===== config.mk =====
export PLATFORM = sky130hd
export DESIGN_NAME = twa_fifo
export DESIGN_NICKNAME = d
export VERILOG_FILES = /design/src/rtl/twa_pkg.sv /design/src/rtl/twa_fifo.sv
export SDC_FILE = /design/constraint.sdc
export NUM_CORES = 1
export LEC_CHECK = 0
export ABC_AREA = 0
export BUFFER_PORTS_ARGS = -buffer_cell sky130_fd_sc_hd__buf_2
export CORE_AREA = 5 5 215 217
export CTS_CLUSTER_SIZE = 20
export DETAILED_ROUTE_END_ITERATION = 16
export DIE_AREA = 0 0 220 222
export PLACE_DENSITY_LB_ADDON = 0.05
export SLEW_MARGIN = 10
export SYNTH_ARGS = -nofsm -noshare
export SYNTH_HDL_FRONTEND = slang
export SYNTH_SLANG_ARGS = --single-unit

===== constraint.sdc =====
create_clock -name i_clk -period 17.75 [get_ports i_clk]
set_input_delay 3.55 -clock i_clk [delete_from_list [all_inputs] [get_ports i_clk]]
set_output_delay 3.55 -clock i_clk [all_outputs]
set_load 0.005 [all_outputs]

===== src/rtl/twa_pkg.sv =====
// Shared types, sizes and codes of the table-driven word acceptor.
package twa_pkg;

    localparam int MAX_STATES = 16;
    localparam int MAX_EVENTS = 16;

    localparam int KIND_W   = 3;
    localparam int INDEX_W  = 4;
    localparam int SYM_W    = 8;
    localparam int ROW_W    = 16;
    localparam int STATE_W  = 4;
    localparam int CFG_W    = 5;
    localparam int CFG_IDX_W = 1;

    localparam int ST_W = (MAX_STATES > 1) ? $clog2(MAX_STATES) : 1;
    localparam int EV_W = (MAX_EVENTS > 1) ? $clog2(MAX_EVENTS) : 1;

    localparam int QDEPTH = 2;
    localparam int QA_W   = (QDEPTH > 1) ? $clog2(QDEPTH) : 1;
    localparam int QC_W   = $clog2(QDEPTH + 1);

    localparam logic [CFG_IDX_W-1:0] CFG_STATE_COUNT = CFG_IDX_W'(0);
    localparam logic [CFG_IDX_W-1:0] CFG_EVENT_COUNT = CFG_IDX_W'(1);

    typedef enum logic [KIND_W-1:0] {
        K_LOAD_SYM   = 3'd0,
        K_LOAD_ROW   = 3'd1,
        K_LOAD_FINAL = 3'd2,
        K_CHAR       = 3'd3,
        K_EOW        = 3'd4
    } t_kind;

    typedef enum logic [1:0] {
        V_ACCEPT   = 2'd0,
        V_NONFINAL = 2'd1,
        V_UNKNOWN  = 2'd2,
        V_NO_TRANS = 2'd3
    } t_verdict;

    typedef struct packed {
        logic                             eow;
        logic                             found;
        logic [MAX_STATES-1:0][ROW_W-1:0] rows;
        logic [MAX_STATES-1:0]            finals;
    } t_job;

    typedef struct packed {
        logic full;
        logic empty;
    } t_fifo_stat;

endpackage


===== src/rtl/twa_fifo.sv =====
// Short job queue between the front end and the back end.
module twa_fifo (
    input  logic                i_clk,
    input  logic                i_rst_n,
    input  logic                i_push,
    input  twa_pkg::t_job       i_data,
    input  logic                i_pop,
    output twa_pkg::t_job       o_data,
    output twa_pkg::t_fifo_stat o_stat
);
    import twa_pkg::*;

    t_job             r_mem [QDEPTH];
    logic [QA_W-1:0]  r_wr_ptr;
    logic [QA_W-1:0]  r_rd_ptr;
    logic [QC_W-1:0]  r_count;

    assign o_data       = r_mem[r_rd_ptr];
    assign o_stat.full  = (r_count == QC_W'(QDEPTH));
    assign o_stat.empty = (r_count == '0);

    always_ff @(posedge i_clk) begin
        if (!i_rst_n) begin
            r_wr_ptr <= '0;
            r_rd_ptr <= '0;
            r_count  <= '0;
        end else begin
            if (i_push) begin
                r_wr_ptr <= r_wr_ptr + QA_W'(1);
            end
            if (i_pop) begin
                r_rd_ptr <= r_rd_ptr + QA_W'(1);
            end
            if (i_push && !i_pop) begin
                r_count <= r_count + QC_W'(1);
            end else if (i_pop && !i_push) begin
                r_count <= r_count - QC_W'(1);
            end
        end
    end

    always_ff @(posedge i_clk) begin
        if (i_push) begin
            r_mem[r_wr_ptr] <= i_data;
        end
    end

endmodule


==> results <==
- The max capacitance violation total is 0.
- In the routed design, unresolved DRC markers number 0.
- The peak supply drop is approximately 0.000074 V.
- Measured in cells, the most critical reg-to-reg path has a length of 2.
- The leakage dissipation is around 9.3 nW.
- The basic-gate share of the synthesized area counting and, or, nand and nor cells is 0.002678.
- Dividing total power by cell area gives a power density of approximately 120 nW/um^2.
- Of the post-synthesis cell area, the part taken by muxes is 0.1536.
- In this run, synthesis produced a sequential element count of 553.
- Counting every instance in the synthesized netlist gives around 870.
- The average wire per standard cell is roughly 23 um.
- The share of the clock period used by the worst path after layout is 0.4214.
- After legalization and detailed placement, the total HPWL measured around 35 mm.
- The synthesis-to-finish area growth is 25.14%.
- By startpoint and endpoint, the worst setup path is classified as reg2out.
- The post-detailed-routing wire length is between 40 and 50 mm.
- The initial core utilization is 0.4573.
- The most common library cell in the layout ignoring fill and taps is buf_2.
- The net count of the finished layout is ~1700.
- The depth of the worst hold-timing path is 2.
- Counting I/O delays and the setup requirement, the final critical path takes approximately 7500 ps.
- In this run, distinct cell masters in the synthesized netlist total 16.
- The total CTS buffers is between 50 and 60.
- Clock-pin slew was measured on the worst setup and hold paths at roughly 60 ps.
- The parity-gate share of the synthesized area counting xor and xnor cells is 0.001308.
- The filler cells instantiated in the layout total about 3500.
- The die covers 48840 um^2.
- The number of antenna violations at the first check in global routing is 34.
- For hold timing, the worst endpoint is r_count[1].
- The type of element capturing the critical path is an output port.
- The adder and majority gate portion of the synthesized area is 0.0006228.
- The count of endpoints failing hold in the final timing report is 0.
- The post-synth net total is about 1200.
- The worst pin sits at a relative slew slack of 0.2110.
- The setup clock skew after layout is between 20 and 25 ps.
- The clock passes through at most 3 buffers.
- The number of slew-limit violations in the final report is 0.
- The post-route antenna net violation count is 0.
- Power comes to around 2.9 mW.
- The largest driver fanout on the critical path is 85.
- The synthesized netlist occupies a cell area of between 20000 and 25000 um^2.
- At the later pin of the worst-skew pair, clock insertion delay measures 600 ps.
- Entering global routing, the biggest net connects between 150 and 200 pins.
- The total routing resource utilization after global routing is 0.1949.
- The number of buffer cells added on primary ports is between 500 and 600.
- Based on the critical path, the design can be clocked at up to about 0.13 GHz.
- The slew at the pin closest to its max-slew limit is roughly 1200 ps.
- Routability-driven placement finished with a final weighted congestion of approximately 0.8.
- The flow ran to the end, and the final reports show no timing, DRC or antenna violations.
- The via count of the first global-routing pass is 10954.
- The die width is between 200 and 250 um.
- The first global-routing pass estimated 69.79 mm of wire.
- Once layout is complete, the utilization of the core stands at 0.5723.
- The startpoint identified for the worst hold timing path is r_count[1].
- The number of detailed-route iterations in the first pass is 4.
- For this run the aggregate overflow at the end of global routing stands at 0.
- The sum of negative setup slack is 0 ps.
- The clock tree from TritonCTS is yes.
- Yosys attributes the largest share of cell area to edfxtp_1, mux2_2, buf_6, dfxtp_1, and2_1.
- The synthesized-area fraction occupied by ao, oa, aoi and oai cells came to 0.0009965.
- In the layout the commonest cells are buf_2, edfxtp_1, mux2_2.
- For flop-to-flop paths, the worst setup slack is between 15000 and 20000 ps.
- The portion of the post-synthesis area used by sequential elements is 0.8241.
- Dividing the detail-routed via count by the number of cells gives between 4 and 5.
- The arrival time at the worst endpoint is between 3000 and 4000 ps.
- The cell row count is 77.
- The number of hold buffers added after CTS was 0.
- Buffers added to address setup during post-CTS repair amount to 0.
- The TritonCTS sink count is between 500 and 600.
- Summing all placed instances gives a cell area of ~23000 um^2.
- After the first detailed-routing iteration, the DRC count stood at around 600.
- The average cell area after synthesis is 22.99 um^2.
- The path class of the tightest hold or removal check is reg2reg.
- The via count of the routed design is 10353.
- The clock tree root buffer cell is clkbuf_16.
- The critical path startpoint category is a register.
- For this design the top-level I/O count stands at roughly 550.
- The share of layout cells above drive strength 1 is 0.6028.
- STA puts the critical path data required time at between 10000 and 15000 ps.
- Of the post-synthesis cell area, the dominant cell type holds 0.8191.
- The core region area is around 44000 um^2.
- The final non-filler cell area is about 25000 um^2.
- The H-tree generated during clock tree synthesis spans 2 levels.
- Summed over all instances, the cell type with the most area after synthesis is edfxtp_1.
- Post-CTS repair changed the size of 0 cells.
- The capturing point of the worst reg2reg path is r_mem[1][205].
- In this run the critical register-to-register path is launched from r_wr_ptr.
- The synthesis warning total is 0.
- The die is about 220 um tall.
- The number of failing setup endpoints in the final timing report is 0.
- The main combinational cell family by area after synthesis is multiplexers.
- Setup repair after global routing left no endpoint under its margin.
==> where the power goes <==
| part | internal, mW | switching, mW |
|---|---|---|
| clock | 0.644 | 0.462 |
| combinational | 0.132 | 0.132 |
| sequential | 1.51 | 0.0223 |
==> cells in the mapped netlist <==
master and number:
edfxtp_1 548, mux2_2 274, buf_6 29, dfxtp_1 5
and2_1 4, nor2b_1 3, xor2_1 2, a21boi_0 1
buf_2 1, ha_1 1, inv_1 1, nor2_1 1
o21a_1 1, o21ai_0 1, or3_1 1, xnor2_1 1
==> per-layer routing <==
metal  wire length (um)  global-route usage
met5                153                   0
met4               1554             0.07751
met3               5792             0.09955
met2              24220              0.3223
met1              17740              0.2131
==> how the worst max path moves through the flow <==
| stage | startpoint | endpoint | slack (ps) | cells past startpoint |
|---|---|---|---|---|
| 2_1_floorplan | i_push | r_wr_ptr | 1380 | 2 |
| 3_3_place_gp | register | o_data[17] | 10780 | 4 |
| 3_5_place_dp | register | o_data[39] | 10780 | 4 |
| 4_1_cts | register | o_data[39] | 10110 | 4 |
| 5_1_grt | register | o_data[14] | 10010 | 4 |
| 6_report | register | o_data[39] | 10270 | 4 |
==> cell families after synthesis <==
kind of cell	count (synthesis)
adder cells (fa/ha/maj)	1
multiplexers	274
flip-flops	553
AO/OA/AOI/OAI	3
AND/OR/NAND/NOR	9
XOR/XNOR	3
buffers and inverters	31
==> final cells by class <==
class                           instances  area [um^2]  share of cell area
Clock inverter                         29        175.2            0.006968
Inverter                                1        3.754           0.0001493
Antenna cell                           19        47.55            0.001891
Timing Repair Buffer                  560         2845              0.1132
Sequential cell                       553        16560              0.6587
Multi-Input combinational cell        290         3208              0.1276
Clock buffer                           70         1560             0.06206
Tap cell                              592        740.7             0.02946
==> critical path, cell delays in order, from the launching register on <==
cell,delay (ps)
dfxtp_4,1080
buf_4,1030
buf_4,600
mux2_2,400
buf_2,130
==> registers in the layout, indices dropped and copies added (netlist names), named ones only <==
| name | count |
|---|---|
| r_count | 2 |
| r_wr_ptr | 1 |
| r_mem | 548 |
| r_rd_ptr | 1 |
==> per-stage QoR <==
stage / setup WS (ps) / hold WS [ps] / std cells
floorplan: 1377 / 472.9 / 874
global placement: 10780 / 493.2 / 1996
detailed placement: 10780 / 515.8 / 1996
CTS: 10110 / 523.0 / 2095
global route: 10010 / 539.2 / 2111
finish: 10270 / 516.3 / 2114
Note: power is estimated with default switching activity, not from simulation.
