$ cat config.mk
export PLATFORM = sky130hd
export DESIGN_NAME = twa_back
export DESIGN_NICKNAME = d
export VERILOG_FILES = /design/src/rtl/twa_pkg.sv /design/src/rtl/twa_back.sv
export SDC_FILE = /design/constraint.sdc
export NUM_CORES = 1
export LEC_CHECK = 0
export ABC_AREA = 0
export BUFFER_PORTS_ARGS = -buffer_cell sky130_fd_sc_hd__buf_4
export CORE_AREA = 2 2 112 114
export CTS_CLUSTER_DIAMETER = 100
export DETAILED_ROUTE_END_ITERATION = 8
export DIE_AREA = 0 0 114 116
export HOLD_SLACK_MARGIN = 0.03
export PLACE_DENSITY = 0.75
export SLEW_MARGIN = 30
export SYNTH_ARGS = -nofsm -noshare
export SYNTH_HDL_FRONTEND = slang
export SYNTH_SLANG_ARGS = --single-unit
$ cat constraint.sdc
create_clock -name i_clk -period 2.5 [get_ports i_clk]
set_clock_uncertainty 0.1 [all_clocks]
set_input_delay 0 -clock i_clk [delete_from_list [all_inputs] [get_ports i_clk]]
set_output_delay 0 -clock i_clk [all_outputs]
set_load 0.03 [all_outputs]
$ cat src/rtl/twa_pkg.sv
// Shared types, sizes and codes of the table-driven word acceptor.
package twa_pkg;

    localparam int MAX_STATES = 16;
    localparam int MAX_EVENTS = 16;

    localparam int KIND_W   = 3;
    localparam int INDEX_W  = 4;
    localparam int SYM_W    = 8;
    localparam int ROW_W    = 16;
    localparam int STATE_W  = 4;
    localparam int CFG_W    = 5;
    localparam int CFG_IDX_W = 1;

    localparam int ST_W = (MAX_STATES > 1) ? $clog2(MAX_STATES) : 1;
    localparam int EV_W = (MAX_EVENTS > 1) ? $clog2(MAX_EVENTS) : 1;

    localparam int QDEPTH = 2;
    localparam int QA_W   = (QDEPTH > 1) ? $clog2(QDEPTH) : 1;
    localparam int QC_W   = $clog2(QDEPTH + 1);

    localparam logic [CFG_IDX_W-1:0] CFG_STATE_COUNT = CFG_IDX_W'(0);
    localparam logic [CFG_IDX_W-1:0] CFG_EVENT_COUNT = CFG_IDX_W'(1);

    typedef enum logic [KIND_W-1:0] {
        K_LOAD_SYM   = 3'd0,
        K_LOAD_ROW   = 3'd1,
        K_LOAD_FINAL = 3'd2,
        K_CHAR       = 3'd3,
        K_EOW        = 3'd4
    } t_kind;

    typedef enum logic [1:0] {
        V_ACCEPT   = 2'd0,
        V_NONFINAL = 2'd1,
        V_UNKNOWN  = 2'd2,
        V_NO_TRANS = 2'd3
    } t_verdict;

    typedef struct packed {
        logic                             eow;
        logic                             found;
        logic [MAX_STATES-1:0][ROW_W-1:0] rows;
        logic [MAX_STATES-1:0]            finals;
    } t_job;

    typedef struct packed {
        logic full;
        logic empty;
    } t_fifo_stat;

endpackage

$ cat src/rtl/twa_back.sv
// Back end: walks the automaton and issues the verdict of each word.
module twa_back (
    input  logic                        i_clk,
    input  logic                        i_rst_n,
    input  twa_pkg::t_job               i_job,
    input  twa_pkg::t_fifo_stat         i_q_stat,
    output logic                        o_pop,
    input  logic [twa_pkg::CFG_W-1:0]   i_state_count,
    output logic                        o_out_valid,
    input  logic                        i_out_ready,
    output logic [1:0]                  o_verdict,
    output logic [twa_pkg::STATE_W-1:0] o_end_state
);
    import twa_pkg::*;

    logic [STATE_W-1:0] r_cur;
    t_verdict           r_rej;
    logic               r_out_valid;
    t_verdict           r_verdict;
    logic [STATE_W-1:0] r_end_state;

    logic [STATE_W-1:0] n_cur;
    t_verdict           n_rej;
    logic               n_out_valid;
    t_verdict           eow_verdict;
    logic               out_free;
    logic               in_range;
    logic [ROW_W-1:0]   row;
    logic               nxt_hit;
    logic [STATE_W-1:0] nxt;
    logic               fin;

    assign out_free    = !r_out_valid || i_out_ready;
    assign o_pop       = !i_q_stat.empty && (!i_job.eow || out_free);
    assign o_out_valid = r_out_valid;
    assign o_verdict   = r_verdict;
    assign o_end_state = r_end_state;
    assign in_range    = 32'(r_cur) < MAX_STATES;

    always_comb begin
        row = in_range ? i_job.rows[ST_W'(r_cur)] : '0;
        fin = in_range && i_job.finals[ST_W'(r_cur)];
        nxt_hit = 1'b0;
        nxt     = '0;
        for (int j = 0; j < ROW_W; j++) begin
            if (row[j] && (j < 32'(i_state_count)) && (j < MAX_STATES)) begin
                nxt_hit = 1'b1;
                nxt     = STATE_W'(j);
            end
        end
    end

    always_comb begin
        n_cur       = r_cur;
        n_rej       = r_rej;
        eow_verdict = (r_rej != V_ACCEPT) ? r_rej : (fin ? V_ACCEPT : V_NONFINAL);
        n_out_valid = r_out_valid && !i_out_ready;
        if (o_pop) begin
            if (i_job.eow) begin
                n_cur       = '0;
                n_rej       = V_ACCEPT;
                n_out_valid = 1'b1;
            end else if (r_rej == V_ACCEPT) begin
                if (!i_job.found) begin
                    n_rej = V_UNKNOWN;
                end else if (!nxt_hit) begin
                    n_rej = V_NO_TRANS;
                end else begin
                    n_cur = nxt;
                end
            end
        end
    end

    always_ff @(posedge i_clk) begin
        if (!i_rst_n) begin
            r_cur       <= '0;
            r_rej       <= V_ACCEPT;
            r_out_valid <= 1'b0;
        end else begin
            r_cur       <= n_cur;
            r_rej       <= n_rej;
            r_out_valid <= n_out_valid;
        end
    end

    always_ff @(posedge i_clk) begin
        if (o_pop && i_job.eow) begin
            r_verdict   <= eow_verdict;
            r_end_state <= r_cur;
        end
    end

endmodule

==> impl_metrics.json, run 1 <==
{
  "outcome": "finished with violations",
  "violations": "setup timing",
  "die_x_um": 114,
  "synth_adder_area_share": 0,
  "slew_headroom": 0.642,
  "p_per_area_nw_per_um2": 259,
  "layout_min_cycle_time_ns": 2.96,
  "synth.avg_cell_area_um2": 10.3,
  "port_buffers": 290,
  "clock_latency_ns": 0.24,
  "grt_antenna_before_repair": 0,
  "grt_pass1_wl_um": 22900,
  "worst_ep_required_time_ns": 2.53,
  "crit_fanout": 6,
  "cts_max_path_buffers": 2,
  "cts_buffers": 3,
  "dpl_worst_slack_ns": -0.433,
  "core-area_um2": 11900,
  "grt_overflow": 0,
  "worstSetupEndpointType": "flip-flop",
  "fin_crit_sh": 1.18,
  "die_area_um2": 13200,
  "leakagePower_nw": 2.79,
  "root_buffer": "clkbuf_16",
  "wl_per_cell_um": 19.4,
  "ioPinCount": 292,
  "vias": 4281,
  "track_usage": 0.218,
  "antenna_cells": 0,
  "hold_viol_final": 0,
  "r2r_cells": 10,
  "syn_area_um2": 3320,
  "path_clk_slew_ns": 0.05,
  "final_nets": 943,
  "yosysWarnings": 0,
  "routed_wl_um": 15600,
  "peakVddDrop_mv": 0.235,
  "critical-path-max-stage-delay_ns": 0.57,
  "synth_top_family_by_area": "multiplexers",
  "drv_cap": 0,
  "ys_seq_area_frac": 0.0965,
  "worst_pin_slew_ns": 0.530,
  "arrival_ns": 2.98,
  "cp_slowest_cell": "or4_4",
  "drt-initial-drc-count": 256,
  "rsz0062_at_grt": "true",
  "gp_congestion": 0.837,
  "dp_hpwl_um": 13300,
  "fp.dieH_um": 116,
  "syn_nets": 607,
  "htree_levels": 1,
  "drc": 0,
  "async_flop_share": 0,
  "cts_tree": "done",
  "routed_via_density": 5.32,
  "synthCells": 323,
  "synth_compound_area_frac": 0.196,
  "synthXorXnorAreaFrac": 0,
  "min_path_type": "in -> reg",
  "grt_pass1_vias": 4538,
  "area_growth_pct": 90.0,
  "layout-drive-gt1-share": 0.661,
  "cts.sinks": 13,
  "finalMaxSlewViolations": 0,
  "crit_chain": "buf_12 > mux4_2 > mux2i_1 > buf_4 > nor3b_1 > nor2_1 > nand2_2 > or4_4 > o21a_1 > a32o_2",
  "post-route-util": 0.529,
  "yosys.area_share.simple": 0.124,
  "muxShareOfSynthArea": 0.507,
  "fp-row-count": 40,
  "finalSetupViolCount": 6,
  "firstDrtPassIters": 5,
  "worstSetupPathType": "reg -> reg",
  "ant_nets": 0,
  "synth_flop_cell": "dfxtp_1",
  "ys_ff_latch": 13,
  "grt_max_degree": 24,
  "synth_edf_count": 6,
  "synth_cell_types": 62,
  "clock.fmax_ghz": 0.338,
  "initial_core_util": 0.279,
  "hold_depth": 4,
  "cp-start-kind": "flip-flop",
  "setup_ws_ns": -0.456
}
what timing repair did:
item,4_1_cts,5_1_grt
endpoints found under the hold margin,1,0
gates resized for setup,7,16
hold buffers,2,0
endpoints found under the setup margin,6,6
pin swaps,6,6
setup buffers,11,4
gates cloned,0,1
critical path, delay by kind of cell (launching register included):
| family | cells | cell delay (ns) |
|---|---|---|
| DFF | 1 | 0.41 |
| buffers and inverters | 2 | 0.28 |
| AOI/OAI and AO/OA | 2 | 0.46 |
| muxes | 2 | 0.65 |
| and+or+nand+nor | 4 | 0.94 |
power by group:
part / switching, mW / total (mW) / internal, mW
Sequential: 0.0188 / 0.252 / 0.233
Clock: 0.0837 / 0.298 / 0.215
Combinational: 0.410 / 1.08 / 0.672
Total: 0.512 / 1.63 / 1.12
worst paths after layout:
| kind | startpoint | endpoint | slack (ns) |
|---|---|---|---|
| setup / recovery | r_cur[1] | r_cur[1] | -0.46 |
| hold reg to reg | r_rej[0] | r_rej[0] | 0.42 |
| hold / removal | i_job[273] | r_cur[3] | 0.03 |
| setup reg to reg | r_cur[1] | r_cur[1] | -0.46 |
stage by stage:
| stage | instances | hold slack [ns] | total power, mW | setup TNS, ns | area, um^2 |
|---|---|---|---|---|---|
| final | 805 | 0.0276 | 1.63 | -2.51 | 6300 |
| after global routing | 805 | 0.0569 | 1.72 | -3.01 | 6300 |
| after CTS | 802 | 0.0350 | 1.60 | -2.13 | 6200 |
| after detailed placement | 785 | 0.186 | 1.26 | -2.20 | 5990 |
| after global placement | 785 | 0.169 | 1.24 | -1.99 | 5990 |
| after floorplan | 323 | 0.0282 | 0.723 | -0.850 | 3330 |
layout by cell type, fill, tap and decap left out, types with 3 or more instances in the layout:
master	synthesis	final
a31oi_1	8	7
and2_1	3	3
and3_1	3	3
mux2_2	3	3
mux2i_1	54	53
a21oi_2	2	3
o21a_1	6	6
nand3_1	7	6
o211ai_1	4	4
nor3_1	6	5
nor2b_1	9	8
edfxtp_1	6	6
clkbuf_16	0	4
a21o_1	3	3
nor2_1	19	19
dfxtp_4	0	3
buf_4	4	354
a22oi_1	10	10
a22o_1	3	3
dfxtp_1	7	3
a21oi_1	14	12
buf_12	2	9
o21ai_0	7	5
nand2_1	19	18
mux4_2	37	38
mux4_1	10	9
synth_stat cells (3+ instances only):
library cell,n,area share
mux4_2,37,0.25
a31oi_1,8,0.015
nor3_1,6,0.0091
mux2i_1,54,0.16
buf_6,7,0.024
buf_4,4,0.0091
a22o_1,3,0.0079
edfxtp_1,6,0.054
a32o_1,3,0.0091
nor2_1,19,0.021
o21ai_0,7,0.011
o21bai_1,3,0.0068
a21oi_1,14,0.021
a21o_1,3,0.0068
and3_1,3,0.0057
dfxtp_1,7,0.042
nand2_1,19,0.021
nor2b_1,9,0.017
nand3_1,7,0.011
and2_1,3,0.0057
a22oi_1,10,0.023
clkbuf_1,10,0.011
mux2_2,3,0.010
mux4_1,10,0.079
buf_2,11,0.017
o211ai_1,4,0.0091
o21a_1,6,0.014
flip-flops by register name (all words and copies together) (netlist names):
register / flops
o_verdict: 2
o_end_state: 4
r_rej: 2
r_cur: 4
o_out_valid: 1
layout make-up:
| type | instances | area (um^2) |
|---|---|---|
| well taps | 147 | 184 |
| clock buffers | 4 | 78.8 |
| repair buffers | 366 | 2880 |
| flip-flops and latches | 13 | 333 |
| multi-input cells | 273 | 2820 |
| fillers | 1067 | 5610 |
| inverters | 2 | 7.51 |
logic make-up (layout without fill, tap and decap cells):
family | Yosys count | count (layout)
multiplexers | 105 | 105
AO/OA/AOI/OAI | 88 | 88
AND/OR/NAND/NOR | 80 | 80
buffers and inverters | 37 | 372
flip-flops | 13 | 13
metal layers:
metal / wire length, um / up-vias / part of all wire / track usage
li1: - / 2012 / - / -
met1: 6110 / 2054 / 0.39 / 0.265
met2: 8420 / 197 / 0.54 / 0.419
met3: 836 / 18 / 0.054 / 0.0267
met4: 207 / 0 / 0.013 / 0.0366
met5: 0 / - / 0 / 0
Note: power is estimated with default switching activity, not from simulation.
==> run 2: changes to the inputs <==
--- a/config.mk
+++ b/config.mk
@@ -12,7 +12,6 @@
 export DETAILED_ROUTE_END_ITERATION = 8
 export DIE_AREA = 0 0 114 116
 export HOLD_SLACK_MARGIN = 0.03
-export PLACE_DENSITY = 0.75
 export SLEW_MARGIN = 30
 export SYNTH_ARGS = -nofsm -noshare
 export SYNTH_HDL_FRONTEND = slang
==> impl_metrics.json, run 2 (same netlist as run 1, synthesis figures left out) <==
{
  "outcome": "finished with violations",
  "violations": "setup timing",
  "fin_setup_tns_ns": -1.68,
  "post-route-util": 0.521,
  "wl_per_cell_um": 18.9,
  "core-area_um2": 11900,
  "grt_overflow": 0,
  "initial_core_util": 0.279,
  "drc": 0,
  "fp.dieH_um": 116,
  "p_per_area_nw_per_um2": 254,
  "path_clk_slew_ns": 0.04,
  "min_path_type": "in -> reg",
  "cp-start-kind": "flip-flop",
  "slew_headroom": 0.677,
  "ant_nets": 0,
  "leakagePower_nw": 2.76,
  "worst_pin_slew_ns": 0.472,
  "ioPinCount": 292,
  "layout_commonest_cell": "buf_4",
  "die_area_um2": 13200,
  "grt_pass1_vias": 4460,
  "vias": 4191,
  "hold_viol_final": 0,
  "track_usage": 0.215,
  "crit_chain": "buf_12 > mux4_2 > nor2b_1 > a211o_1 > o21ai_2 > nand2_1 > or4_4 > o211ai_4 > mux2i_1",
  "rsz0062_at_grt": "true",
  "final_nets": 942,
  "grt_antenna_before_repair": 1,
  "dp_hpwl_um": 13200,
  "critical-path-max-stage-delay_ns": 0.56,
  "finalSetupViolCount": 6,
  "stdcell_count": 805,
  "cts_buffers": 3,
  "arrival_ns": 2.87,
  "port_buffers": 290,
  "cp_slowest_cell": "or4_4",
  "setup_ws_ns": -0.314,
  "clock_latency_ns": 0.24,
  "grt_pass1_wl_um": 22500,
  "htree_levels": 1,
  "area_growth_pct": 86.9,
  "finalMaxSlewViolations": 0,
  "cts_tree": "done",
  "layout-drive-gt1-share": 0.653,
  "gp_congestion": 0.833,
  "routed_via_density": 5.21,
  "routed_wl_um": 15200,
  "peakVddDrop_mv": 0.232,
  "grt_max_degree": 22,
  "worstSetupEndpointType": "flip-flop",
  "worst_ep_required_time_ns": 2.56,
  "fin_hold_ws_ns": 0.143,
  "root_buffer": "clkbuf_16",
  "nFillCells": 1107,
  "clock.fmax_ghz": 0.355,
  "drt-initial-drc-count": 145,
  "crit_fanout": 8,
  "dp.cells": 792,
  "fin_crit_sh": 1.13,
  "drv_cap": 0,
  "firstDrtPassIters": 4,
  "dpl_worst_slack_ns": -0.380,
  "worstSetupPathType": "reg -> reg",
  "cts.sinks": 13,
  "layout_min_cycle_time_ns": 2.81,
  "final_cell_mix": "buf_4 (355), mux2i_1 (52), mux4_2 (39)",
  "fp-row-count": 40,
  "cts_max_path_buffers": 2,
  "die_x_um": 114
}
-- run 2: changes by cell type in the layout (fill, tap and decap cells not counted), sizes merged --
cell	previous run	this run
buf	363	362
clkbuf	5	4
diode	0	1
dlygate4sd3	2	3
-- run 2: per-layer routing --
| layer | wire length (um) | GRT usage |
|---|---|---|
| met1 | 5870 | 0.256 |
| met5 | 0 | 0 |
| met4 | 272 | 0.0423 |
| met2 | 8240 | 0.412 |
| met3 | 812 | 0.0319 |
-- run 2: worst paths after layout --
path	cells after the start	slack, ns	end	start
worst min register to register	1	0.42	r_rej[0]	r_rej[0]
worst max register to register	9	-0.31	r_cur[3]	r_cur[1]
worst max-delay path	9	-0.31	r_cur[3]	r_cur[1]
worst min-delay path	5	0.14	r_rej[0]	i_q_stat[0]
-- run 2: cell type report --
type | count | area (um^2) | area share
well taps | 147 | 184 | 0.0297
diodes | 1 | 2.50 | 0.000404
clock buffers | 4 | 78.8 | 0.0127
multi-input cells | 273 | 2780 | 0.448
flip-flops and latches | 13 | 330 | 0.0533
inverters | 2 | 7.51 | 0.00121
repair buffers | 365 | 2820 | 0.454
-- run 2: what timing repair did --
action                                  4_1_cts  5_1_grt
hold endpoints to repair                      3        0
endpoints found under the setup margin        6        6
buffers inserted                              4        1
resized for setup                             9        4
hold buffers                                  3        0
pin swaps                                     6        4
-- run 2: critical path, delay by kind of cell, from the launching register on --
family / cells / cell delay [ns]
AND/OR/NAND/NOR: 3 / 0.79
multiplexers: 2 / 0.72
AO/OA/AOI/OAI: 3 / 0.57
flip-flops: 1 / 0.40
buffers and inverters: 1 / 0.15
-- run 2: through the flow --
step | area, um^2 | power, mW
6_report | 6200 | 1.57
5_1_grt | 6200 | 1.67
4_1_cts | 6170 | 1.58
3_5_place_dp | 6000 | 1.25
3_3_place_gp | 6000 | 1.24
2_1_floorplan | 3330 | 0.723
-- run 2: power breakdown --
| group | internal, mW | leakage (nW) | total (mW) | switching, mW |
|---|---|---|---|---|
| combinational | 0.644 | 2.60 | 1.03 | 0.384 |
| clock | 0.214 | 0.0382 | 0.295 | 0.0807 |
| sequential | 0.234 | 0.118 | 0.251 | 0.0175 |
| total | 1.09 | 2.76 | 1.57 | 0.482 |
